[src/rtl/core/gas_sensor_ppm_converter_assert.svh]
// Assertion macros for the gas sensor ppm converter.
`ifndef GAS_SENSOR_PPM_CONVERTER_ASSERT_SVH
`define GAS_SENSOR_PPM_CONVERTER_ASSERT_SVH
`ifndef ASSERT_OFF
`define GSPC_ASSERT(lbl, prop, msg) \
	lbl: assert property (@(posedge clk) disable iff (!arst_n) prop) else $error(msg);
`define GSPC_NEVER(lbl, cond, msg) \
	lbl: assert property (@(posedge clk) disable iff (!arst_n) !(cond)) else $error(msg);
`else
`define GSPC_ASSERT(lbl, prop, msg)
`define GSPC_NEVER(lbl, cond, msg)
`endif
`endif

[src/rtl/core/gspc_pkg.sv]
// Shared constants, types and the exp2 root table of the gas sensor ppm converter.
`timescale 1ns / 1ps
`default_nettype none
package gspc_pkg;

	localparam int CALIB_SAMPLES = 100;
	localparam int GROUP_SAMPLES = 10;

	// serial divider geometry
	localparam int DIV_NW = 44;
	localparam int DIV_DW = 20;
	localparam int DIV_CW = $clog2(DIV_NW + 1);

	localparam logic [31:0] SAT32 = 32'hFFFF_FFFF;

	typedef enum logic [2:0] {
		REG_SUPPLY  = 3'd0,
		REG_LOAD    = 3'd1,
		REG_RATIO   = 3'd2,
		REG_SLOPE   = 3'd3,
		REG_OFFSET  = 3'd4,
		REG_DIVIDER = 3'd5
	} reg_idx_t;

	typedef struct packed {
		logic              start;
		logic [DIV_NW-1:0] num;
		logic [DIV_DW-1:0] den;
	} div_req_t;

	// r_i = isqrt(r_(i-1) * 2^30), r_0 = 2^31; entry j holds r_(j+1) in Q30
	function automatic logic [15:0][31:0] root_table();
		logic [15:0][31:0] tab;
		logic [63:0] r;
		logic [63:0] v;
		logic [63:0] res;
		logic [63:0] bv;
		tab = '0;
		r = 64'd1 << 31;
		for (int i = 0; i < 16; i++) begin
			v = r << 30;
			res = '0;
			bv = 64'd1 << 62;
			for (int k = 0; k < 32; k++) begin
				if (bv > v)
					bv = bv >> 2;
			end
			for (int k = 0; k < 32; k++) begin
				if (bv != 0) begin
					if (v >= res + bv) begin
						v = v - (res + bv);
						res = (res >> 1) + bv;
					end else begin
						res = res >> 1;
					end
					bv = bv >> 2;
				end
			end
			r = res;
			tab[i] = r[31:0];
		end
		return tab;
	endfunction

	localparam logic [15:0][31:0] ROOT_TAB = root_table();

endpackage
`default_nettype wire

[src/rtl/core/gspc_div.sv]
// Restoring serial divider, one quotient bit a cycle.
`timescale 1ns / 1ps
`default_nettype none
module gspc_div import gspc_pkg::*; (
	input  wire logic              clk,
	input  wire logic              arst_n,
	input  wire div_req_t          req,
	output logic                   done,
	output logic [DIV_NW-1:0]      quot
);

	logic              busy_q;
	logic              done_q;
	logic [DIV_CW-1:0] cnt_q;
	logic [DIV_DW-1:0] rem_q;
	logic [DIV_DW-1:0] den_q;
	logic [DIV_NW-1:0] quo_q;

	logic [DIV_DW:0] r_sh;
	logic [DIV_DW:0] trial;
	logic            ge;

	// trial subtraction of the shifted remainder
	always_comb begin
		r_sh  = {rem_q, quo_q[DIV_NW-1]};
		ge    = r_sh >= {1'b0, den_q};
		trial = r_sh - {1'b0, den_q};
	end

	// control
	always_ff @(posedge clk or negedge arst_n) begin
		if (!arst_n) begin
			busy_q <= 1'b0;
			done_q <= 1'b0;
			cnt_q  <= '0;
		end else begin
			done_q <= busy_q && !req.start && (cnt_q == DIV_CW'(1));
			if (req.start) begin
				busy_q <= 1'b1;
				cnt_q  <= DIV_CW'(DIV_NW);
			end else if (busy_q) begin
				cnt_q <= cnt_q - 1'b1;
				if (cnt_q == DIV_CW'(1))
					busy_q <= 1'b0;
			end
		end
	end

	// datapath
	always_ff @(posedge clk) begin
		if (req.start) begin
			rem_q <= '0;
			den_q <= req.den;
			quo_q <= req.num;
		end else if (busy_q) begin
			quo_q <= {quo_q[DIV_NW-2:0], ge};
			rem_q <= ge ? trial[DIV_DW-1:0] : r_sh[DIV_DW-1:0];
		end
	end

	assign done = done_q;
	assign quot = quo_q;

endmodule
`default_nettype wire

[src/rtl/core/gas_sensor_ppm_converter.sv]
// Top level: sample averaging, calibration and power-law ppm sequencer.
`timescale 1ns / 1ps
`default_nettype none
`include "gas_sensor_ppm_converter_assert.svh"
// A sample is taken on each transfer while the sequencer is idle. The first 100 samples
// build the clean-air baseline; the hundredth starts a calculation (serial divider, up
// to twice) during which s_tready is low, and gives no result. After that every tenth
// sample starts a calculation that can use the serial divider (twice), the shared 32x32
// multiplier for the log2 squaring loops (16 bits, twice) and the exp2 root products,
// plus a normalising shift of up to 35 bit positions per log. The other nine samples
// of a group are only accumulated. A result waits in the output register while samples
// go on being taken; a finished result stalls only if that register is still full.
module gas_sensor_ppm_converter import gspc_pkg::*; (
	input  wire logic        clk,
	input  wire logic        arst_n,
	input  wire logic        psel,
	input  wire logic        penable,
	input  wire logic        pwrite,
	input  wire logic [4:0]  paddr,
	input  wire logic [31:0] pwdata,
	output logic [31:0]      prdata,
	output logic             pready,
	input  wire logic        s_tvalid,
	output logic             s_tready,
	input  wire logic [15:0] s_tdata,   // [11:0] sample_mv
	output logic             m_tvalid,
	input  wire logic        m_tready,
	output logic [31:0]      m_tdata,   // [31:0] ppm_q8
	output logic [1:0]       m_tuser    // [0] changed, [1] saturated
);

	typedef enum logic [20:0] {
		S_IDLE  = 21'h000001,
		S_TOP   = 21'h000002,
		S_DIFF  = 21'h000004,
		S_NUM   = 21'h000008,
		S_DIVA  = 21'h000010,
		S_DIVAW = 21'h000020,
		S_DIVR  = 21'h000040,
		S_DIVRW = 21'h000080,
		S_LGN   = 21'h000100,
		S_LGSQ  = 21'h000200,
		S_LGSQW = 21'h000400,
		S_SCL   = 21'h000800,
		S_SCLW  = 21'h001000,
		S_DIVB  = 21'h002000,
		S_DIVBW = 21'h004000,
		S_EXPM  = 21'h008000,
		S_EXPP  = 21'h010000,
		S_EXPL  = 21'h020000,
		S_EXPLW = 21'h040000,
		S_SHIFT = 21'h080000,
		S_OUT   = 21'h100000
	} state_t;

	state_t state_q;

	// configuration registers
	logic [12:0] supply_q;
	logic [15:0] load_q;
	logic [15:0] ratio_q;
	logic [15:0] slope_q;
	logic [15:0] offset_q;
	logic        div_on_q;

	// block state
	logic [19:0] sum_q;
	logic [6:0]  cnt_q;
	logic        calibrated_q;
	logic [31:0] baseline_q;
	logic [31:0] last_q;

	// working registers
	logic [19:0] diff_q;
	logic [35:0] rs_q;
	logic [35:0] lg_x_q;
	logic [5:0]  lg_msb_q;
	logic [15:0] lg_frac_q;
	logic [31:0] y_q;
	logic [3:0]  it_q;
	logic        lg_second_q;
	logic [21:0] lga_q;
	logic [21:0] lgb_q;
	logic        neg_q;
	logic [24:0] d_q;
	logic [22:0] emag_q;
	logic [31:0] acc_q;
	logic [4:0]  k_q;
	logic [15:0] f_q;
	logic [31:0] res_q;
	logic        sat_q;
	logic [63:0] prod_q;

	// output register
	logic        out_valid_q;
	logic [31:0] out_ppm_q;
	logic        out_chg_q;
	logic        out_sat_q;

	// shared multiplier and divider
	logic [31:0] mul_a;
	logic [31:0] mul_b;
	div_req_t    div_req;
	logic        div_done;
	logic [DIV_NW-1:0] div_quot;

	gspc_div u_div (
		.clk    (clk),
		.arst_n (arst_n),
		.req    (div_req),
		.done   (div_done),
		.quot   (div_quot)
	);

	// APB port
	logic cfg_wr;
	assign cfg_wr = psel && penable && pwrite && pready;
	assign pready = 1'b1;

	always_comb begin
		unique case (paddr[4:2])
			REG_SUPPLY:  prdata = {19'd0, supply_q};
			REG_LOAD:    prdata = {16'd0, load_q};
			REG_RATIO:   prdata = {16'd0, ratio_q};
			REG_SLOPE:   prdata = {16'd0, slope_q};
			REG_OFFSET:  prdata = {16'd0, offset_q};
			REG_DIVIDER: prdata = {31'd0, div_on_q};
			default:     prdata = '0;
		endcase
	end

	always_ff @(posedge clk or negedge arst_n) begin
		if (!arst_n) begin
			supply_q <= 13'd5000;
			load_q   <= 16'd2560;
			ratio_q  <= 16'd2560;
			slope_q  <= 16'hF948;
			offset_q <= 16'd5325;
			div_on_q <= 1'b0;
		end else if (cfg_wr) begin
			unique case (paddr[4:2])
				REG_SUPPLY:  supply_q <= pwdata[12:0];
				REG_LOAD:    load_q   <= pwdata[15:0];
				REG_RATIO:   ratio_q  <= pwdata[15:0];
				REG_SLOPE:   slope_q  <= pwdata[15:0];
				REG_OFFSET:  offset_q <= pwdata[15:0];
				REG_DIVIDER: div_on_q <= pwdata[0];
				default:     ;
			endcase
		end
	end

	// sample intake
	logic [12:0] samp;
	logic [19:0] sum_nx;
	logic [6:0]  cnt_nx;
	logic [6:0]  n_need;
	logic        s_xfer;

	assign s_tready = (state_q == S_IDLE);
	assign s_xfer   = s_tvalid && s_tready;
	assign samp     = div_on_q ? {s_tdata[11:0], 1'b0} : {1'b0, s_tdata[11:0]};
	assign sum_nx   = sum_q + 20'(samp);
	assign cnt_nx   = cnt_q + 1'b1;
	assign n_need   = calibrated_q ? 7'(GROUP_SAMPLES) : 7'(CALIB_SAMPLES);

	// combinational helpers of the sequencer
	logic [19:0] top;
	logic [22:0] l2;
	logic [22:0] l2_mag;
	logic [23:0] q_mag;
	logic [24:0] q_s;
	logic [24:0] b_x16;
	logic [24:0] d_mag;
	logic [16:0] m_mag;
	logic [32:0] sq;
	logic [21:0] lg_val;
	logic [15:0] frac_nx;
	logic [25:0] p_pos;
	logic [25:0] p_t;
	logic [26:0] p_val;
	logic [62:0] wide;

	always_comb begin
		top     = prod_q[19:0];
		l2      = {1'b0, lga_q} - {1'b0, lgb_q};
		l2_mag  = l2[22] ? (~l2 + 1'b1) : l2;
		q_mag   = neg_q ? 24'((prod_q[39:0] + 40'hFFFF) >> 16) : 24'(prod_q[39:16]);
		q_s     = neg_q ? (~{1'b0, q_mag} + 1'b1) : {1'b0, q_mag};
		b_x16   = {{5{offset_q[15]}}, offset_q, 4'b0};
		d_mag   = d_q[24] ? (~d_q + 1'b1) : d_q;
		m_mag   = slope_q[15] ? (~{1'b1, slope_q} + 1'b1) : {1'b0, slope_q};
		sq      = prod_q[63:31];
		frac_nx = lg_frac_q | (sq[32] ? (16'd1 << it_q) : 16'd0);
		lg_val  = {lg_msb_q, frac_nx};
		p_pos   = 26'(prod_q[40:16]) + 26'h80000;
		p_t     = 26'((prod_q[40:0] + 41'hFFFF) >> 16);
		p_val   = neg_q ? (27'h80000 - 27'(p_t)) : 27'(p_pos);
		wide    = {31'd0, acc_q} << k_q;
	end

	// multiplier operand selection
	always_comb begin
		unique case (state_q)
			S_TOP:   begin mul_a = 32'(supply_q); mul_b = 32'(n_need); end
			S_NUM:   begin mul_a = 32'(load_q);   mul_b = 32'(diff_q); end
			S_LGSQ:  begin mul_a = y_q;           mul_b = y_q; end
			S_SCL:   begin mul_a = 32'(l2_mag);   mul_b = 32'd19728; end
			S_EXPM:  begin mul_a = 32'(emag_q);   mul_b = 32'd217706; end
			S_EXPL:  begin mul_a = acc_q;         mul_b = ROOT_TAB[~it_q]; end
			default: begin mul_a = '0;            mul_b = '0; end
		endcase
	end

	always_ff @(posedge clk) begin
		prod_q <= 64'(mul_a) * 64'(mul_b);
	end

	// divider requests
	always_comb begin
		div_req = '0;
		unique case (state_q)
			S_DIVA: begin
				div_req.start = 1'b1;
				div_req.num   = DIV_NW'(prod_q[35:0]);
				div_req.den   = sum_q;
			end
			S_DIVR: begin
				div_req.start = 1'b1;
				div_req.num   = {rs_q, 8'd0};
				div_req.den   = DIV_DW'(ratio_q);
			end
			S_DIVB: begin
				div_req.start = 1'b1;
				div_req.num   = DIV_NW'({d_mag, 12'd0});
				div_req.den   = DIV_DW'(m_mag);
			end
			default: ;
		endcase
	end

	// sequencer control
	always_ff @(posedge clk or negedge arst_n) begin
		if (!arst_n) begin
			state_q      <= S_IDLE;
			sum_q        <= '0;
			cnt_q        <= '0;
			calibrated_q <= 1'b0;
			baseline_q   <= '0;
			last_q       <= '0;
			out_valid_q  <= 1'b0;
		end else begin
			// a new result may replace the one leaving in the same cycle
			if (state_q == S_OUT && (!out_valid_q || m_tready))
				out_valid_q <= 1'b1;
			else if (m_tvalid && m_tready)
				out_valid_q <= 1'b0;
			unique case (state_q)
				S_IDLE: begin
					if (s_xfer) begin
						sum_q <= sum_nx;
						cnt_q <= cnt_nx;
						if (cnt_nx >= n_need)
							state_q <= S_TOP;
					end
				end
				S_TOP: state_q <= S_DIFF;
				S_DIFF: begin
					if (!calibrated_q) begin
						if (sum_q == 20'd0 || ratio_q == 16'd0) begin
							baseline_q   <= SAT32;
							calibrated_q <= 1'b1;
							sum_q        <= '0;
							cnt_q        <= '0;
							state_q      <= S_IDLE;
						end else if (top <= sum_q) begin
							baseline_q   <= '0;
							calibrated_q <= 1'b1;
							sum_q        <= '0;
							cnt_q        <= '0;
							state_q      <= S_IDLE;
						end else begin
							state_q <= S_NUM;
						end
					end else if (sum_q == 20'd0 || top <= sum_q) begin
						state_q <= S_OUT;
					end else begin
						state_q <= S_NUM;
					end
				end
				S_NUM: state_q <= S_DIVA;
				S_DIVA: state_q <= S_DIVAW;
				S_DIVAW: begin
					if (div_done) begin
						if (!calibrated_q)
							state_q <= S_DIVR;
						else if (div_quot[35:0] == 36'd0 || slope_q == 16'd0)
							state_q <= S_OUT;
						else
							state_q <= S_LGN;
					end
				end
				S_DIVR: state_q <= S_DIVRW;
				S_DIVRW: begin
					if (div_done) begin
						baseline_q   <= (|div_quot[43:32]) ? SAT32 : div_quot[31:0];
						calibrated_q <= 1'b1;
						sum_q        <= '0;
						cnt_q        <= '0;
						state_q      <= S_IDLE;
					end
				end
				S_LGN: begin
					if (lg_x_q[35])
						state_q <= S_LGSQ;
				end
				S_LGSQ: state_q <= S_LGSQW;
				S_LGSQW: begin
					if (it_q != 4'd0)
						state_q <= S_LGSQ;
					else if (!lg_second_q)
						state_q <= S_LGN;
					else
						state_q <= S_SCL;
				end
				S_SCL: state_q <= S_SCLW;
				S_SCLW: state_q <= S_DIVB;
				S_DIVB: state_q <= S_DIVBW;
				S_DIVBW: begin
					if (div_done)
						state_q <= S_EXPM;
				end
				S_EXPM: state_q <= S_EXPP;
				S_EXPP: begin
					if (p_val[26] || (|p_val[25:21]))
						state_q <= S_OUT;
					else
						state_q <= S_EXPL;
				end
				S_EXPL: state_q <= S_EXPLW;
				S_EXPLW: begin
					if (it_q == 4'd0)
						state_q <= S_SHIFT;
					else
						state_q <= S_EXPL;
				end
				S_SHIFT: state_q <= S_OUT;
				S_OUT: begin
					if (!out_valid_q || m_tready) begin
						last_q      <= res_q;
						sum_q       <= '0;
						cnt_q       <= '0;
						state_q     <= S_IDLE;
					end
				end
				default: state_q <= S_IDLE;
			endcase
		end
	end

	// sequencer datapath
	always_ff @(posedge clk) begin
		unique case (state_q)
			S_DIFF: begin
				diff_q <= top - sum_q;
				res_q  <= SAT32;
				sat_q  <= 1'b1;
			end
			S_DIVAW: begin
				rs_q        <= div_quot[35:0];
				lg_x_q      <= div_quot[35:0];
				lg_msb_q    <= 6'd35;
				lg_second_q <= 1'b0;
				res_q       <= SAT32;
				sat_q       <= 1'b1;
			end
			S_LGN: begin
				// normalise to the top bit, then take the Q31 mantissa
				if (lg_x_q[35]) begin
					y_q       <= lg_x_q[35:4];
					it_q      <= 4'd15;
					lg_frac_q <= '0;
				end else begin
					lg_x_q   <= {lg_x_q[34:0], 1'b0};
					lg_msb_q <= lg_msb_q - 1'b1;
				end
			end
			S_LGSQW: begin
				y_q       <= sq[32] ? sq[32:1] : sq[31:0];
				lg_frac_q <= frac_nx;
				it_q      <= it_q - 1'b1;
				if (it_q == 4'd0) begin
					if (!lg_second_q) begin
						lga_q       <= lg_val;
						lg_x_q      <= (baseline_q != 32'd0) ? {4'd0, baseline_q} : 36'd256;
						lg_msb_q    <= 6'd35;
						lg_second_q <= 1'b1;
					end else begin
						lgb_q <= lg_val;
					end
				end
			end
			S_SCL: neg_q <= l2[22];
			S_SCLW: d_q <= q_s - b_x16;
			S_DIVB: neg_q <= d_q[24] ^ slope_q[15];
			S_DIVBW: emag_q <= (|div_quot[43:22]) ? 23'h400000 : div_quot[22:0];
			S_EXPP: begin
				// exponent out of range saturates, negative gives zero
				k_q   <= p_val[20:16];
				f_q   <= p_val[15:0];
				acc_q <= 32'h4000_0000;
				it_q  <= 4'd15;
				res_q <= p_val[26] ? 32'd0 : SAT32;
				sat_q <= !p_val[26];
			end
			S_EXPLW: begin
				if (f_q[it_q])
					acc_q <= prod_q[61:30];
				it_q <= it_q - 1'b1;
			end
			S_SHIFT: begin
				res_q <= wide[62] ? SAT32 : wide[61:30];
				sat_q <= 1'b0;
			end
			default: ;
		endcase
	end

	// output register
	always_ff @(posedge clk) begin
		if (state_q == S_OUT && (!out_valid_q || m_tready)) begin
			out_ppm_q <= res_q;
			out_chg_q <= res_q != last_q;
			out_sat_q <= sat_q;
		end
	end

	assign m_tvalid = out_valid_q;
	assign m_tdata  = out_ppm_q;
	assign m_tuser  = {out_sat_q, out_chg_q};

	// checks
	`GSPC_ASSERT(a_out_from_seq, $rose(m_tvalid) |-> $past(state_q == S_OUT), "result without sequencer")
	`GSPC_NEVER(a_div_waited, div_done && !(state_q == S_DIVAW || state_q == S_DIVRW || state_q == S_DIVBW), "divider done unawaited")
	`GSPC_ASSERT(a_calib_sticky, calibrated_q |=> calibrated_q, "calibration lost")
	`GSPC_ASSERT(a_sat_max, (m_tvalid && m_tuser[1]) |-> (m_tdata == SAT32), "saturated but not max")

endmodule
`default_nettype wire
[config.mk]
export PLATFORM = sky130hd
export DESIGN_NAME = gas_sensor_ppm_converter
export DESIGN_NICKNAME = d
export VERILOG_FILES = /design/src/rtl/core/gspc_pkg.sv /design/src/rtl/core/gspc_div.sv /design/src/rtl/core/gas_sensor_ppm_converter.sv
export VERILOG_INCLUDE_DIRS = /design/src /design/src/rtl/core
export SDC_FILE = /design/constraint.sdc
export NUM_CORES = 2
export LEC_CHECK = 0
export ABC_AREA = 1
export ABC_CLOCK_PERIOD_IN_PS = 12580
export BUFFER_PORTS_ARGS = -buffer_cell sky130_fd_sc_hd__buf_2
export CAP_MARGIN = 0
export CORE_MARGIN = 1
export CORE_UTILIZATION = 65
export CTS_CLUSTER_SIZE = 20
export DETAILED_ROUTE_END_ITERATION = 10
export GPL_TIMING_DRIVEN = 0
export MAX_ROUTING_LAYER = met4
export PLACE_DENSITY = 0.82
export SYNTH_ARGS = -nofsm -noshare
export SYNTH_HDL_FRONTEND = slang
export SYNTH_SLANG_ARGS = --single-unit
[constraint.sdc]
create_clock -name clk -period 12.58 [get_ports clk]
set_input_delay 0.629 -clock clk [delete_from_list [all_inputs] [get_ports clk]]
set_output_delay 0.629 -clock clk [all_outputs]
set_load 0.005 [all_outputs]
==> results.tsv <==
metric	value	unit
die extent in x	340	um
Critical Path Start Type	flop	
area fraction in compound gates after synthesis	10.7	%
Critical Path RT	13130	ps
Critical path buffers and inverters	10	
crit path time final	12140	ps
initial antenna violation count	25	
hold_buf cts	0	
Clock power frac	36.3	%
XOR/XNOR Fraction of Synth Area	2.07	%
mean number of vias per cell	6.51	
Mapped Area	0.0744	mm^2
Finish-stage setup viols	0	
switch share	30.5	%
Simple-Gate Fraction of Synth Area	18.3	%
Slew Limit Fails	22	
clk sinks	712	
final hold slack	72.9	ps
post-route insts no fill	10900	
switching power	0.00173	W
CP dominant cell by count	fa_1	
Top FF cell, synth	edfxtp_1	
RR Endpoint	prod_q[53]	
power density cells	71.5	mW/mm^2
cell count after synthesis	9083	
post-DP HPWL	245000	um
Clock transition at path regs	70	ps
Worst Setup Slack, final	439	ps
Reg2Reg Launch Point	lga_q[0]	
Clock Latency Late Sink	650	ps
Async SR Flop Fraction	28.1	%
adder-cell share of the synthesized area	30.7	%
sequential share of power	48.0	%
Leak Pwr	39.0	nW
# H-tree levels	3	
failing checks	DRC, capacitance limit, slew limit	
Final Cycle Share	96.5	%
Clock Path Buffers	3	
RePlAce Congestion	1.18	
CP arrival	12690	ps
FF+latch count, synth	712	
max frequency	82.4	MHz
global-route wire length before repair	441000	um
core area	0.113	mm^2
worst slew pin tran	1680	ps
Die Ht	340	um
clk_skew	29.0	ps
layout cells sized above 1	6.16	%
largest net degree at the start of global routing	113	
DRT iter0 DRCs	12100	
CP endpoint kind	flop	
final-report hold violation count	0	
Vias	70700	
Critical-path top delay cell	fa_1	
Post-Place Worst Slack	671	ps
Detailed Route WL	305000	um
hold crit path type	input port to async pin	
TNS Setup	0	ps
Worst VDD drop	0.000118	V
Max-Cap Viols	3	
mean post-synth cell area	8.19	um^2
DRC violations left	98	
synthesis-to-layout area growth	6.71	%
Detailed Routing Iterations Pass 1	11	
Clock Root Buffer	clkbuf_16	
vias in the first global route	68500	
Setup Buffers After CTS	0	
Logic pwr share	15.7	%
mux contribution to synthesized area	0.0942	%
GRT Util Overall	54.2	%
total gr overflow	0	
R2R Setup Slk	440	ps
R2R depth	40	
Nets	10600	
CP peak stage delay	630	ps
Crit Path Class	flop to flop	
Post-synth EDFFs	428	
Yosys cell types	77	
register area share after synthesis	26.3	%
Die Footprint	0.116	mm^2
combinational family with the most area after synthesis	adder cells	
Starting Density	65.9	%
total clock buffers created by CTS	66	
RSZ-0062 raised after global routing	false	
Pint	0.00394	W
YS warnings	0	
CTS tree	done	
top-level port count	129	
placed cells	10700	
CP Max Fanout	10	
num rows	123	
outcome	finished with violations	
Post-DRT Antenna Nets	0	
Largest delay share family, worst path	adder cells	
post-DR wirelength/cell	28.1	um
slew margin rel.	-12.1	%
input/output buffers	89	
## worst register-to-register path: cells and delay by family, from the launching register on
| family | cells | cell delay, ps |
|---|---|---|
| fa+ha+maj | 11 | 5370 |
| simple gates | 14 | 2030 |
| compound gates | 5 | 2410 |
| buf+inv | 10 | 1870 |
| flops | 1 | 380 |
## area by class of cell
class	instances	area, um^2
multi-input combinational	6164	46200
timing repair buffer	107	769
fill	8842	33500
clock inverter	34	357
tap	1500	1880
buffer	356	1760
antenna	42	105
inverter	1866	7010
sequential	712	19600
clock buffer	88	1760
## cell usage in the layout, fill, tap and decap left out, types with 75 or more instances in the layout
cell type | synthesis | layout
a21oi_1 | 409 | 406
buf_2 | 99 | 187
clkbuf_1 | 183 | 201
dfrtp_1 | 175 | 175
dfxtp_1 | 84 | 84
edfxtp_1 | 428 | 428
fa_1 | 901 | 901
ha_1 | 383 | 383
inv_1 | 1806 | 1804
nand2_1 | 1889 | 1889
nand3_1 | 317 | 317
nand4_1 | 81 | 81
nor2_1 | 776 | 774
o21ai_0 | 597 | 594
xnor2_1 | 75 | 75
xor2_1 | 101 | 101
## layer usage
metal	up-vias	global-route usage [%]	share of wire, %
li1	29000	-	-
met1	33600	68.6	35
met2	6552	68.8	38
met3	1568	30.2	20
met4	0	26.6	6.7
met5	-	-	0
## worst max path at each step
stage	from	end	slack [ps]	cells after the start
after floorplan	lga_q[0]	prod_q[53]	3900	46
after global placement	lga_q[0]	prod_q[53]	860	40
after detailed placement	lga_q[0]	prod_q[53]	670	40
after CTS	lga_q[0]	prod_q[53]	610	40
after global routing	lga_q[0]	prod_q[53]	230	43
final	lga_q[0]	prod_q[53]	440	40
## what timing repair did
item / in CTS / in global routing
setup endpoints to repair: 0 / 2
gates resized for setup: 0 / 3
endpoints found under the hold margin: 0 / 0
## cell usage after synthesis (all sizes together) (101+ instances only)
master,instances,share of area [%]
clkbuf,183,0.92
inv,1852,9.3
a21oi,416,2.8
o21ai,617,4.2
dfrtp,175,5.9
xor2,101,1.2
nor2,795,4.1
fa,901,24
ha,383,6.4
buf,173,1.4
nand2,1941,10
nand3,323,2.2
edfxtp,428,17
## power by group through the flow
| stage | registers (W) | logic (W) | clock network (W) |
|---|---|---|---|
| 2_1_floorplan | 0.00269 | 0.000599 | 0 |
| 3_3_place_gp | 0.00275 | 0.000826 | 0 |
| 3_5_place_dp | 0.00276 | 0.000853 | 0 |
| 4_1_cts | 0.00271 | 0.000862 | 0.00203 |
| 5_1_grt | 0.00272 | 0.000981 | 0.00211 |
| 6_report | 0.00272 | 0.000893 | 0.00206 |
## through the flow
step / cell area (um^2) / util (%) / power [W]
finish: 79400 / 70.3 / 0.00567
global route: 79400 / 70.3 / 0.00581
CTS: 79200 / 70.1 / 0.00560
detailed placement: 77100 / 68.3 / 0.00361
global placement: 76800 / 68.0 / 0.00358
floorplan: 74500 / - / 0.00329
## sequential cells by signal, indices dropped and copies added, names as in the netlist, 23 cells and up
name        count
prod_q         64
u_div.quot     44
lg_x_q         36
rs_q           36
acc_q          32
baseline_q     32
last_q         32
m_tdata        32
res_q          32
y_q            32
d_q            25
emag_q         23
## kinds of logic (layout without fill, tap and decap cells)
kind of cell / count (synthesis) / after routing
AND/OR/NAND/NOR: 3304 / 3304
other: 2 / 59
buffers and inverters: 2222 / 2451
XOR/XNOR: 176 / 176
flip-flops: 712 / 712
AO/OA/AOI/OAI: 1376 / 1376
multiplexers: 7 / 7
adder cells (fa/ha/maj): 1284 / 1284
Note: power is estimated with default switching activity, not from simulation.
